**config.mk**
```make
export PLATFORM = sky130hd
export DESIGN_NAME = battery_soc_estimator_unit
export DESIGN_NICKNAME = d
export VERILOG_FILES = /design/src/rtl/core/bsoc_pkg.sv /design/src/rtl/core/bsoc_div.sv /design/src/rtl/core/bsoc_dpath.sv /design/src/rtl/core/bsoc_ctrl.sv /design/src/rtl/core/battery_soc_estimator_unit.sv
export SDC_FILE = /design/constraint.sdc
export NUM_CORES = 2
export LEC_CHECK = 0
export ABC_AREA = 1
export ABC_CLOCK_PERIOD_IN_PS = 13350
export CAP_MARGIN = 20
export CORE_ASPECT_RATIO = 0.7
export CORE_MARGIN = 2
export CORE_UTILIZATION = 40
export DETAILED_ROUTE_END_ITERATION = 12
export DONT_BUFFER_PORTS = 1
export PLACE_DENSITY = 0.65
export SLEW_MARGIN = 5
export SYNTH_ARGS = -nofsm -noshare
export SYNTH_HDL_FRONTEND = slang
export SYNTH_SLANG_ARGS = --single-unit
export TNS_END_PERCENT = 50
```
**constraint.sdc**
```tcl
create_clock -name clock -period 13.35 [get_ports clock]
set_input_delay 0.6675 -clock clock [delete_from_list [all_inputs] [get_ports clock]]
set_output_delay 0.6675 -clock clock [all_outputs]
set_load 0.01 [all_outputs]
```
**src/rtl/core/bsoc_pkg.sv**
```systemverilog
package bsoc_pkg;

   localparam int TABLE_DEPTH = 16;
   localparam int IDX_W       = (TABLE_DEPTH > 2) ? $clog2(TABLE_DEPTH) : 1;

   localparam int NUM_W       = 64;
   localparam int DEN_W       = 42;
   localparam int DELTA_W     = DEN_W + 1;
   localparam int DIV_CNT_W   = $clog2(NUM_W + 1);

   localparam logic [21:0] MS_PER_HOUR = 22'd3600000;

   localparam logic [1:0] OP_LOAD = 2'd0;
   localparam logic [1:0] OP_INIT = 2'd1;
   localparam logic [1:0] OP_TICK = 2'd2;

   localparam logic [1:0] CSR_PERIOD   = 2'd0;
   localparam logic [1:0] CSR_CAPACITY = 2'd1;
   localparam logic [1:0] CSR_ENTRIES  = 2'd2;

   typedef enum logic [1:0] {
      RD_MID  = 2'd0,
      RD_LO   = 2'd1,
      RD_PREV = 2'd2
   } bsoc_rd_sel_type;

   typedef struct packed {
      logic            capture;
      logic            mem_wr;
      logic            rd_en;
      bsoc_rd_sel_type rd_sel;
      logic            step_search;
      logic            save_low;
      logic            save_high;
      logic            accum_clamp;
      logic            mul_load;
      logic            mul_tick;
      logic            div_start;
      logic            accum_init;
      logic            accum_tick;
      logic            rsp_load;
   } bsoc_cmd_type;

   typedef struct packed {
      logic [1:0] op;
      logic       lo_lt_hi;
      logic       lo_zero;
      logic       rd_gt_v;
      logic       div_busy;
   } bsoc_sts_type;

   function automatic logic [IDX_W-1:0] last_index(input logic [4:0] entries);
      if (entries < 5'd2) begin
         return IDX_W'(1);
      end else if (int'(entries) > TABLE_DEPTH) begin
         return IDX_W'(TABLE_DEPTH - 1);
      end else begin
         return IDX_W'(int'(entries) - 1);
      end
   endfunction

endpackage

```
**src/rtl/core/bsoc_div.sv**
```systemverilog
module bsoc_div (
   input  logic                         clock,
   input  logic                         reset,
   input  logic                         start,
   input  logic [bsoc_pkg::NUM_W-1:0]   num,
   input  logic [bsoc_pkg::DEN_W-1:0]   den,
   output logic                         busy,
   output logic [bsoc_pkg::NUM_W-1:0]   quot
);
   import bsoc_pkg::*;

   logic [DEN_W-1:0]     rem_ff, rem_in;
   logic [NUM_W-1:0]     quo_ff, quo_in;
   logic [DEN_W-1:0]     den_ff, den_in;
   logic [DIV_CNT_W-1:0] cnt_ff, cnt_in;
   logic [DEN_W:0]       shifted;
   logic [DEN_W:0]       diff;
   logic                 fits;

   assign shifted = {rem_ff, quo_ff[NUM_W-1]};
   assign diff    = shifted - {1'b0, den_ff};
   assign fits    = shifted >= {1'b0, den_ff};

   always_comb begin
      rem_in = rem_ff;
      quo_in = quo_ff;
      den_in = den_ff;
      cnt_in = cnt_ff;
      if (start) begin
         rem_in = '0;
         quo_in = num;
         den_in = den;
         cnt_in = DIV_CNT_W'(NUM_W);
      end else if (busy) begin
         rem_in = fits ? diff[DEN_W-1:0] : shifted[DEN_W-1:0];
         quo_in = {quo_ff[NUM_W-2:0], fits};
         cnt_in = cnt_ff - 1'b1;
      end
   end

   always_ff @(posedge clock) begin
      if (reset) begin
         cnt_ff <= '0;
      end else begin
         cnt_ff <= cnt_in;
      end
      rem_ff <= rem_in;
      quo_ff <= quo_in;
      den_ff <= den_in;
   end

   assign busy = cnt_ff != '0;
   assign quot = quo_ff;

endmodule

```
**src/rtl/core/bsoc_dpath.sv**
```systemverilog
module bsoc_dpath (
   input  logic                  clock,
   input  logic                  reset,
   input  bsoc_pkg::bsoc_cmd_type cmd,
   output bsoc_pkg::bsoc_sts_type sts,
   input  logic [1:0]            req_operation,
   input  logic [3:0]            req_entry_index,
   input  logic [14:0]           req_entry_voltage_mv,
   input  logic [15:0]           req_entry_charge,
   input  logic [14:0]           req_battery_voltage_mv,
   input  logic signed [15:0]    req_battery_current_ma,
   output logic [15:0]           rsp_charge_fraction,
   input  logic                  csr_valid,
   input  logic [1:0]            csr_index,
   input  logic [19:0]           csr_wdata
);
   import bsoc_pkg::*;

   logic [14:0] vmem [TABLE_DEPTH];
   logic [15:0] cmem [TABLE_DEPTH];

   logic [15:0] period_ff;
   logic [19:0] capacity_ff;
   logic [4:0]  entries_ff;

   logic [1:0]  op_ff;
   logic [3:0]  idx_ff;
   logic [14:0] ev_ff;
   logic [15:0] ec_ff;
   logic [14:0] bv_ff;
   logic [15:0] cur_ff;

   logic [IDX_W-1:0] lo_ff, hi_ff, mid, rd_addr;
   logic [14:0] rd_v_ff, v1_ff, v2_ff;
   logic [15:0] rd_c_ff, c1_ff, c2_ff;
   logic        up_ff;
   logic [NUM_W-1:0] num_ff;
   logic [DEN_W-1:0] den_ff;
   logic [31:0] accum_ff, accum_in;
   logic [15:0] rsp_ff;

   logic [14:0] dv;
   logic [15:0] dc;
   logic [30:0] prod_init;
   logic [15:0] mag_i;
   logic [19:0] cap_eff;
   logic [31:0] prod_tick;
   logic [DEN_W-1:0] den_tick;
   logic [NUM_W-1:0] quot;
   logic        div_busy;
   logic [DELTA_W-1:0] delta;
   logic [31:0] base;
   logic [31:0] headroom;

   bsoc_div u_div (
      .clock (clock),
      .reset (reset),
      .start (cmd.div_start),
      .num   (num_ff),
      .den   (den_ff),
      .busy  (div_busy),
      .quot  (quot)
   );

   assign mid = lo_ff + ((hi_ff - lo_ff) >> 1);

   always_comb begin
      case (cmd.rd_sel)
         RD_MID:  rd_addr = mid;
         RD_LO:   rd_addr = lo_ff;
         RD_PREV: rd_addr = lo_ff - 1'b1;
         default: rd_addr = lo_ff;
      endcase
   end

   always_ff @(posedge clock) begin
      if (cmd.mem_wr && (int'(idx_ff) < TABLE_DEPTH)) begin
         vmem[IDX_W'(idx_ff)] <= ev_ff;
         cmem[IDX_W'(idx_ff)] <= ec_ff;
      end
      if (cmd.rd_en) begin
         rd_v_ff <= vmem[rd_addr];
         rd_c_ff <= cmem[rd_addr];
      end
   end

   assign dv        = v1_ff - bv_ff;
   assign dc        = up_ff ? (c2_ff - c1_ff) : (c1_ff - c2_ff);
   assign prod_init = {16'd0, dv} * {15'd0, dc};
   assign mag_i     = cur_ff[15] ? (~cur_ff + 16'd1) : cur_ff;
   assign cap_eff   = (capacity_ff == 20'd0) ? 20'd1 : capacity_ff;
   assign prod_tick = {16'd0, mag_i} * {16'd0, period_ff};
   assign den_tick  = {22'd0, cap_eff} * {20'd0, MS_PER_HOUR};

   assign delta    = quot[DELTA_W-1:0];
   assign base     = {c1_ff, 16'd0};
   assign headroom = ~accum_ff;

   always_comb begin
      accum_in = accum_ff;
      if (cmd.accum_clamp) begin
         accum_in = {rd_c_ff, 16'd0};
      end else if (cmd.accum_init) begin
         accum_in = up_ff ? (base + quot[31:0]) : (base - quot[31:0]);
      end else if (cmd.accum_tick) begin
         if (!cur_ff[15]) begin
            accum_in = (delta >= {11'd0, accum_ff}) ? 32'd0 : (accum_ff - delta[31:0]);
         end else begin
            accum_in = (delta >= {11'd0, headroom}) ? 32'hFFFF_FFFF
                                                     : (accum_ff + delta[31:0]);
         end
      end
   end

   always_ff @(posedge clock) begin
      if (reset) begin
         period_ff   <= 16'd1000;
         capacity_ff <= 20'd2000;
         entries_ff  <= 5'd16;
         accum_ff    <= '0;
      end else begin
         if (csr_valid) begin
            case (csr_index)
               CSR_PERIOD:   period_ff   <= csr_wdata[15:0];
               CSR_CAPACITY: capacity_ff <= csr_wdata;
               CSR_ENTRIES:  entries_ff  <= csr_wdata[4:0];
               default: ;
            endcase
         end
         accum_ff <= accum_in;
      end
   end

   always_ff @(posedge clock) begin
      if (cmd.capture) begin
         op_ff  <= req_operation;
         idx_ff <= req_entry_index;
         ev_ff  <= req_entry_voltage_mv;
         ec_ff  <= req_entry_charge;
         bv_ff  <= req_battery_voltage_mv;
         cur_ff <= req_battery_current_ma;
         lo_ff  <= '0;
         hi_ff  <= last_index(entries_ff);
      end else if (cmd.step_search) begin
         if (rd_v_ff > bv_ff) begin
            lo_ff <= mid + 1'b1;
         end else begin
            hi_ff <= mid;
         end
      end
      if (cmd.save_low) begin
         v2_ff <= rd_v_ff;
         c2_ff <= rd_c_ff;
      end
      if (cmd.save_high) begin
         v1_ff <= rd_v_ff;
         c1_ff <= rd_c_ff;
         up_ff <= c2_ff >= rd_c_ff;
      end
      if (cmd.mul_load) begin
         if (cmd.mul_tick) begin
            num_ff <= {prod_tick, 32'd0};
            den_ff <= den_tick;
         end else begin
            num_ff <= {17'd0, prod_init, 16'd0};
            den_ff <= {27'd0, v1_ff - v2_ff};
         end
      end
      if (cmd.rsp_load) begin
         rsp_ff <= accum_ff[31:16];
      end
   end

   assign sts.op       = op_ff;
   assign sts.lo_lt_hi = lo_ff < hi_ff;
   assign sts.lo_zero  = lo_ff == '0;
   assign sts.rd_gt_v  = rd_v_ff > bv_ff;
   assign sts.div_busy = div_busy;

   assign rsp_charge_fraction = rsp_ff;

endmodule

```
**src/rtl/core/bsoc_ctrl.sv**
```systemverilog
module bsoc_ctrl (
   input  logic                  clock,
   input  logic                  reset,
   input  logic                  req_valid,
   output logic                  req_ready,
   output logic                  rsp_valid,
   input  logic                  rsp_ready,
   input  bsoc_pkg::bsoc_sts_type sts,
   output bsoc_pkg::bsoc_cmd_type cmd
);
   import bsoc_pkg::*;

   typedef enum logic [11:0] {
      ST_IDLE     = 12'b0000_0000_0001,
      ST_WRITE    = 12'b0000_0000_0010,
      ST_SRCH     = 12'b0000_0000_0100,
      ST_CMP      = 12'b0000_0000_1000,
      ST_CHK_LO   = 12'b0000_0001_0000,
      ST_RD_PREV  = 12'b0000_0010_0000,
      ST_CHK_PREV = 12'b0000_0100_0000,
      ST_MUL      = 12'b0000_1000_0000,
      ST_DIV_GO   = 12'b0001_0000_0000,
      ST_DIV_WAIT = 12'b0010_0000_0000,
      ST_APPLY    = 12'b0100_0000_0000,
      ST_OUT      = 12'b1000_0000_0000
   } bsoc_state_type;

   bsoc_state_type state_ff, state_in;
   logic           rsp_valid_ff, rsp_valid_in;

   assign req_ready = state_ff == ST_IDLE;

   always_comb begin
      state_in  = state_ff;
      cmd       = '0;
      cmd.rd_sel = RD_LO;
      case (state_ff)
         ST_IDLE: begin
            if (req_valid) begin
               cmd.capture = 1'b1;
               case (sts.op)
                  OP_LOAD: state_in = ST_WRITE;
                  OP_INIT: state_in = ST_SRCH;
                  OP_TICK: state_in = ST_MUL;
                  default: state_in = ST_OUT;
               endcase
            end
         end
         ST_WRITE: begin
            cmd.mem_wr = 1'b1;
            state_in   = ST_OUT;
         end
         ST_SRCH: begin
            cmd.rd_en = 1'b1;
            if (sts.lo_lt_hi) begin
               cmd.rd_sel = RD_MID;
               state_in   = ST_CMP;
            end else begin
               cmd.rd_sel = RD_LO;
               state_in   = ST_CHK_LO;
            end
         end
         ST_CMP: begin
            cmd.step_search = 1'b1;
            state_in        = ST_SRCH;
         end
         ST_CHK_LO: begin
            if (sts.lo_zero || sts.rd_gt_v) begin
               cmd.accum_clamp = 1'b1;
               state_in        = ST_OUT;
            end else begin
               cmd.save_low = 1'b1;
               state_in     = ST_RD_PREV;
            end
         end
         ST_RD_PREV: begin
            cmd.rd_en  = 1'b1;
            cmd.rd_sel = RD_PREV;
            state_in   = ST_CHK_PREV;
         end
         ST_CHK_PREV: begin
            if (!sts.rd_gt_v) begin
               cmd.accum_clamp = 1'b1;
               state_in        = ST_OUT;
            end else begin
               cmd.save_high = 1'b1;
               state_in      = ST_MUL;
            end
         end
         ST_MUL: begin
            cmd.mul_load = 1'b1;
            cmd.mul_tick = sts.op == OP_TICK;
            state_in     = ST_DIV_GO;
         end
         ST_DIV_GO: begin
            cmd.div_start = 1'b1;
            state_in      = ST_DIV_WAIT;
         end
         ST_DIV_WAIT: begin
            if (!sts.div_busy) begin
               state_in = ST_APPLY;
            end
         end
         ST_APPLY: begin
            cmd.accum_tick = sts.op == OP_TICK;
            cmd.accum_init = sts.op != OP_TICK;
            state_in       = ST_OUT;
         end
         ST_OUT: begin
            if (!rsp_valid_ff || rsp_ready) begin
               cmd.rsp_load = 1'b1;
               state_in     = ST_IDLE;
            end
         end
         default: state_in = ST_IDLE;
      endcase
   end

   always_comb begin
      rsp_valid_in = rsp_valid_ff;
      if (cmd.rsp_load) begin
         rsp_valid_in = 1'b1;
      end else if (rsp_ready) begin
         rsp_valid_in = 1'b0;
      end
   end

   always_ff @(posedge clock) begin
      if (reset) begin
         state_ff     <= ST_IDLE;
         rsp_valid_ff <= 1'b0;
      end else begin
         state_ff     <= state_in;
         rsp_valid_ff <= rsp_valid_in;
      end
   end

   assign rsp_valid = rsp_valid_ff;

   a_no_overwrite: assert property (@(posedge clock) disable iff (reset)
      cmd.rsp_load |-> (!rsp_valid_ff || rsp_ready))
      else $error("pending result overwritten");

   a_busy_after_accept: assert property (@(posedge clock) disable iff (reset)
      (req_valid && req_ready) |=> !req_ready)
      else $error("item accepted while previous item in flight");

   a_div_idle_start: assert property (@(posedge clock) disable iff (reset)
      cmd.div_start |-> !sts.div_busy)
      else $error("divider restarted while busy");

   a_one_update: assert property (@(posedge clock) disable iff (reset)
      $onehot0({cmd.accum_clamp, cmd.accum_init, cmd.accum_tick}))
      else $error("conflicting charge updates");

   a_load_then_valid: assert property (@(posedge clock) disable iff (reset)
      cmd.rsp_load |=> rsp_valid)
      else $error("loaded result not presented");

endmodule

```
**src/rtl/core/battery_soc_estimator_unit.sv**
```systemverilog
// Battery state-of-charge estimator: voltage table lookup plus coulomb counting.
// Request channel (req_valid/req_ready) carries one item per handshake: load a
// table slot, initialize the charge from a measured voltage, or apply one
// coulomb-counting tick. Every item returns one item on the response channel
// (rsp_valid/rsp_ready) holding the upper 16 bits of the 32-bit charge.
// The csr channel writes sample period, capacity and table entry count and is
// always ready; write it only while the block is idle (not enforced here).
// One item is worked on at a time. A load writes the table slot and an unused
// code goes straight to the response; a tick runs the one-bit-per-cycle
// 64-step divider; an initialize binary-searches the table against the
// registered read port, then runs the divider unless the charge is clamped
// to a table entry. The next item is accepted in the cycle after the response
// is loaded.
// The response sits in an output register: while the receiver stalls the block
// still accepts and works the next item, and holds before loading its result
// until the pending one is taken.
// Reset clears the charge to zero and restores the csr defaults; table
// contents are undefined until loaded.
module battery_soc_estimator_unit (
   input  logic               clock,
   input  logic               reset,
   input  logic               req_valid,
   output logic               req_ready,
   input  logic [1:0]         req_operation,
   input  logic [3:0]         req_entry_index,
   input  logic [14:0]        req_entry_voltage_mv,
   input  logic [15:0]        req_entry_charge,
   input  logic [14:0]        req_battery_voltage_mv,
   input  logic signed [15:0] req_battery_current_ma,
   output logic               rsp_valid,
   input  logic               rsp_ready,
   output logic [15:0]        rsp_charge_fraction,
   input  logic               csr_valid,
   output logic               csr_ready,
   input  logic [1:0]         csr_index,
   input  logic [19:0]        csr_wdata
);
   import bsoc_pkg::*;

   bsoc_cmd_type cmd;
   bsoc_sts_type sts;
   bsoc_sts_type sts_ctrl;

   assign csr_ready = 1'b1;

   always_comb begin
      sts_ctrl = sts;
      if (req_ready) begin
         sts_ctrl.op = req_operation;
      end
   end

   bsoc_ctrl u_ctrl (
      .clock     (clock),
      .reset     (reset),
      .req_valid (req_valid),
      .req_ready (req_ready),
      .rsp_valid (rsp_valid),
      .rsp_ready (rsp_ready),
      .sts       (sts_ctrl),
      .cmd       (cmd)
   );

   bsoc_dpath u_dpath (
      .clock                  (clock),
      .reset                  (reset),
      .cmd                    (cmd),
      .sts                    (sts),
      .req_operation          (req_operation),
      .req_entry_index        (req_entry_index),
      .req_entry_voltage_mv   (req_entry_voltage_mv),
      .req_entry_charge       (req_entry_charge),
      .req_battery_voltage_mv (req_battery_voltage_mv),
      .req_battery_current_ma (req_battery_current_ma),
      .rsp_charge_fraction    (rsp_charge_fraction),
      .csr_valid              (csr_valid),
      .csr_index              (csr_index),
      .csr_wdata              (csr_wdata)
   );

endmodule
```
Word-level counts from Yosys, hierarchy flattened
Memory sizes are Yosys's and may differ from the RTL's. A register that Yosys moved wholly into a read port is not among the register bits.
Index checks and enable logic that the tools add are counted.
- output and inout port bits: 19
- memories: 2
- register bits after elaboration: 502
- input port bits: 95
- RAM bits: 496
- equal/unequal tests: 22
- order comparisons: 8
- reduce and logical (&&, ||, !) cells: 23
- muxes and demuxes: 54
- add/subtract/negate cells: 16
- bitwise operators: 2
- multiply operators: 3
- memory list (name ; depth ; bits a word ; rd ports ; clocked after Yosys merged registers in ; write ports ; RTL line ; source):
    u_dpath.cmem ; 16 ; 16 ; 1 ; 1 ; 1 ; bsoc_dpath.sv:20 ; logic [15:0] cmem [TABLE_DEPTH];
    u_dpath.vmem ; 16 ; 15 ; 1 ; 1 ; 1 ; bsoc_dpath.sv:19 ; logic [14:0] vmem [TABLE_DEPTH];
- operators by type and width (kind ; count):
    $mux W32 ; 7
    $pmux W12 S11 ; 1
    $mux W64 ; 2
    $ge A43 B32 Y1 ; 2
    $add A32 B32 Y32 ; 2
    $sub A32 B32 Y32 ; 2
    $mux W12 ; 5
    $mux W47 ; 1
    $ge A43 B42 Y1 ; 1
    $mux W42 ; 1
    $sub A42 B42 Y42 ; 1
    $pmux W12 S3 ; 1
    $mul A20 B15 Y35 const B ; 1
    $mul A16 B16 Y32 ; 1
    $mux W16 ; 2
    $not A32 Y32 ; 1
    $sub A16 B16 Y16 ; 2
    $mul A15 B16 Y31 ; 1
    $sub A15 B15 Y15 ; 2
    $logic_not A20 Y1 ; 1
    $mux W20 ; 1
    $mux W4 ; 5
    $mux W1 ; 18
    $add A16 B1 Y16 const B ; 1
    other kinds (44) ; 66

Logic depth before layout (Yosys ltp)
- word-level depth: 7
- depth in mapped cells: 40
- mapped depth without buffers: 40

By module
From an unflattened synthesis, not the netlist that was laid out.
- cell total of the unflattened synthesis: 8711
- area total of the unflattened synthesis: 77035.1 um^2
- by module, submodules not included (module ; area an instance (um^2) ; cells each ; instances):
    bsoc_dpath ; 66286.1 ; 7203 ; 1
    bsoc_div ; 9786.9 ; 1349 ; 1
    bsoc_ctrl ; 924.6 ; 150 ; 1
    battery_soc_estimator_unit ; 37.5 ; 9 ; 1

Least setup slack after synthesis
Ideal clock, no wire load.
- path kind: register to register
- from: reg u_dpath.bv_ff[0]
- to: reg u_dpath.num_ff[46], data pin
- period minus slack after synthesis: 7393 ps
- arrival time: 7140 ps
- buffers on the path: 1
- setup time: 253 ps
- slack: 5957 ps
- stages on the path, launching flop included: 36
- required time: 13097 ps
- cells stage by stage: edfxtp_1 -> ha_1 -> fa_1 -> nand3b_1 -> nand2_1 -> inv_1 -> o221ai_1 -> nand2_1 -> inv_1 -> nand2_1 -> nand2_1 -> nand3_1 -> o21ai_0 -> xnor2_1 -> clkbuf_1 -> nor2_1 -> fa_1 -> fa_1 -> fa_1 -> fa_1 -> fa_1 -> inv_1 -> fa_1 -> inv_1 -> ha_1 -> a21oi_1 -> inv_1 -> a21oi_1 -> o21ai_0 -> nand2_1 -> nand3_1 -> nand4_1 -> nand3_1 -> or2_2 -> nand3_1 -> nand2_1
- word-level cells in the longest chain between the ends: 3
- RTL lines (element ; RTL line ; source):
    start, declared ; bsoc_dpath.sv:30 ; logic [14:0] bv_ff;
    start signal, assigned ; bsoc_dpath.sv:140 ; bv_ff <= req_battery_voltage_mv;
    $sub A15 B15 Y15 ; bsoc_dpath.sv:87 ; assign dv = v1_ff - bv_ff;
    $mul A15 B16 Y31 ; bsoc_dpath.sv:89 ; assign prod_init = {16'd0, dv} * {15'd0, dc};
    $mux W47 ; bsoc_dpath.sv:161 ; if (cmd.mul_tick) begin
    end signal, assigned ; bsoc_dpath.sv:162 ; num_ff <= {prod_tick, 32'd0};
    end signal, assigned ; bsoc_dpath.sv:165 ; num_ff <= {17'd0, prod_init, 16'd0};
    end, declared ; bsoc_dpath.sv:37 ; logic [NUM_W-1:0] num_ff;
No other way between the ends.
A chain may end at the register's enable or synchronous reset.

Worst setup path in the final report
- from: reg u_dpath.c1_ff[2]
- to: reg u_dpath.num_ff[40], data pin
- word-level cells in the longest chain between the ends: 4
- elaborated cells between the ends (all ways): 5
- classes of those cells: add/sub (2); mul (1); mux (2)
- RTL lines (element ; RTL line ; source):
    start, declared ; bsoc_dpath.sv:35 ; logic [15:0] rd_c_ff, c1_ff, c2_ff;
    start signal, assigned ; bsoc_dpath.sv:157 ; c1_ff <= rd_c_ff;
    $sub A16 B16 Y16 ; bsoc_dpath.sv:88 ; assign dc = up_ff ? (c2_ff - c1_ff) : (c1_ff - c2_ff);
    $mux W16 (*) ; bsoc_dpath.sv:88 ;
    $mul A15 B16 Y31 (*) ; bsoc_dpath.sv:89 ;
    $mux W47 (*) ; bsoc_dpath.sv:161 ;
Every way passes the cells marked *; elsewhere a longest branch is shown, timed or not.

==> impl_metrics.tcl <==
set metrics [dict create \
    crit_type "register to register" \
    clk_path_buf_depth 3 \
    drt-total-wl_mm 224 \
    htree_num_levels 3 \
    grt_pass1_wl_mm 345 \
    grt_use_total_pct 23.1 \
    ys_ff_latch 1013 \
    path_common_cell "fa_1" \
    cp.required_ps 13820 \
    ys_warn_count 0 \
    hp-class "input port to register" \
    fin_ws_ps 4970 \
    syn_area_um2 75700 \
    antenna_found_initial 6 \
    cp_max_fo 10 \
    dieHeight_um 368 \
    synth.distinct_cells 55 \
    postLayoutCoreUtil_pct 44.0 \
    vias_per_cell 5.33 \
    setup_tns_ps 0 \
    maxCapViolCount 0 \
    status "completed" \
    io_buffers 0 \
    first_pass_iters 6 \
    yosysSeqAreaShare_pct 38.4 \
    endpoint_kind "register" \
    synth_top_area_share_pct 34.7 \
    grt_pass1_vias 57127 \
    critPathLaunchType "register" \
    synth_area_leaders "edfxtp_1 35%, fa_1 14%, ha_1 9.9%" \
    clk_pin_slew_worst_paths_ps 60 \
    fin_area_um2 82600 \
    numCtsBuffers 103 \
    slew_viol_final 0 \
    wl_per_cell_um 20.3 \
    fillers 18002 \
    ant_nets 0 \
    pre_cts_ws_ps 4950 \
    ios 114 \
    post-synth-top-count-cell "nand2_1" \
    grt_overflow_total 0 \
    final_nets 9681 \
    synth-edff-count 874 \
    fmax_mhz 119 \
    ys.flop_type "edfxtp_1" \
    cts_tree "built" \
    start_util_pct 40.3 \
    setup_viol 0 \
    finalCritPeriodShare_pct 62.8 \
    synth_area_leader_cell "edfxtp_1" \
    num_vias 58743 \
    gp_congestion 0.980 \
    num_rows 133 \
    syn_area_per_cell_um2 8.93 \
    worst_slew_pin_slew_ps 1140 \
    finalClockSkew_ps 99.6 \
    syn2layout_area_growth_pct 9.21 \
    hpwl_mm 166 \
    dpl_cell_area_um2 78500 \
    ys_async_sr_fraction_pct 0 \
    dieArea_um2 193000 \
    slew_headroom_pct 24.2 \
    worst_path_max_delay_cell "fa_1" \
    grt_max_degree 118 \
    arrival_ps 8860 \
    syn_inst 8475 \
    finalHoldViolations 0 \
    cts_num_sinks 1013 \
    clkLatencyLatePin_ps 800 \
    die_width_um 524 \
    cts_root_buf "clkbuf_16" \
    drive_above_1_share_pct 3.70 \
    rsz0062_at_grt "no" \
    drt_iter0_markers 6352 \
    drc 0 \
    fin_crit_ps 8380 \
    cp_slowest_stage_delay_ps 550 \
    ys_top_cells_by_count "1,732 x nand2_1, 1,526 x inv_1, 874 x edfxtp_1, 660 x nor2_1, 597 x ha_1" \
    mappedNetlistNets 9703 \
    core_area_um2 188000 \
]
## state kept, by name, indices dropped and copies added, names as in the netlist, 15 cells and up
name / cells
u_dpath.accum_ff: 32
u_dpath.bv_ff: 15
u_dpath.c1_ff: 16
u_dpath.c2_ff: 16
u_dpath.capacity_ff: 20
u_dpath.cmem: 256
u_dpath.cur_ff: 16
u_dpath.den_ff: 42
u_dpath.ec_ff: 16
u_dpath.ev_ff: 15
u_dpath.num_ff: 48
u_dpath.period_ff: 16
u_dpath.rd_c_ff: 16
u_dpath.rd_v_ff: 15
u_dpath.rsp_charge_fraction: 16
u_dpath.u_div.den_ff: 42
u_dpath.u_div.quot: 64
u_dpath.u_div.rem_ff: 42
u_dpath.v1_ff: 15
u_dpath.v2_ff: 15
u_dpath.vmem: 240
## critical path, delay by kind of cell (launching register included)
family / cells / cell delay (ps)
AO/OA/AOI/OAI: 12 / 2450
XOR/XNOR: 1 / 190
adder cells (fa/ha/maj): 8 / 3710
buffers and inverters: 5 / 650
flip-flops: 1 / 450
AND/OR/NAND/NOR: 3 / 650
## cells by family (layout without fill, tap and decap cells)
kind of cell             Yosys count  in the layout  synth area share (%)
AO/OA/AOI/OAI                   1268           1268                  9.72
XOR/XNOR                         161            161                  1.86
adder cells (fa/ha/maj)         1133           1133                  24.1
buffers and inverters           1821           1879                  9.17
flip-flops                      1013           1013                  38.4
multiplexers                       2              2                0.0265
other                              1              2               0.00496
AND/OR/NAND/NOR                 3076           3076                  16.8
## cell usage in the layout, fill, tap and decap left out, types with 77 or more instances in the layout
master | Yosys | routed
nand2_1 | 1732 | 1730
nand3_1 | 454 | 453
buf_4 | 5 | 77
fa_1 | 536 | 536
clkbuf_16 | 0 | 104
o211ai_1 | 219 | 219
ha_1 | 597 | 597
dfxtp_1 | 139 | 139
xor2_1 | 107 | 106
nor2_1 | 660 | 638
o21ai_0 | 368 | 368
inv_1 | 1526 | 1524
a21oi_1 | 475 | 475
edfxtp_1 | 874 | 874
## per-stage QoR
stage	hold slack, ps	instances
6_report	58.2	11031
5_1_grt	7.51	11031
4_1_cts	0.651	11027
3_5_place_dp	405	10770
3_3_place_gp	402	10767
2_1_floorplan	400	8475
## per-layer routing
layer / up-vias / track usage, % / part of all wire [%]
li1: 27534 / - / -
met4: 10 / 5.16 / 2.2
met3: 285 / 4.10 / 9.0
met2: 2378 / 33.6 / 42
met5: - / 0 / 0.030
met1: 28536 / 35.5 / 47
## final cells by class
| type | count | area, um2 | share of cell area [%] |
|---|---|---|---|
| Timing Repair Buffer | 153 | 1400 | 1.69 |
| Multi-Input combinational cell | 5641 | 39900 | 48.3 |
| Tap cell | 2497 | 3120 | 3.78 |
| Sequential cell | 1013 | 29000 | 35.1 |
| Inverter | 1541 | 5790 | 7.01 |
| Clock buffer | 131 | 2750 | 3.33 |
| Antenna cell | 1 | 2.50 | 0.00303 |
| Clock inverter | 54 | 631 | 0.763 |
## final timing paths
path	slack (ps)	start	end	cells past startpoint
max	4970	u_dpath.c1_ff[2]	u_dpath.num_ff[40]	29
min	60	req_operation[1]	u_dpath.op_ff[1]	0
max reg2reg	4970	u_dpath.c1_ff[2]	u_dpath.num_ff[40]	29
min reg2reg	420	u_dpath.den_ff[39]	u_dpath.u_div.den_ff[39]	0
## repair_timing
| action | in CTS | in global routing |
|---|---|---|
| hold endpoints to repair | 77 | 0 |
| setup buffers | 0 | 0 |
| hold buffers | 72 | 0 |
| gates resized for setup | 0 | 0 |
| endpoints found under the setup margin | 0 | 0 |
Power is left out: the tool's default activity adds up to more than one toggle a clock period on the data nets, which glitch-free logic cannot reach.
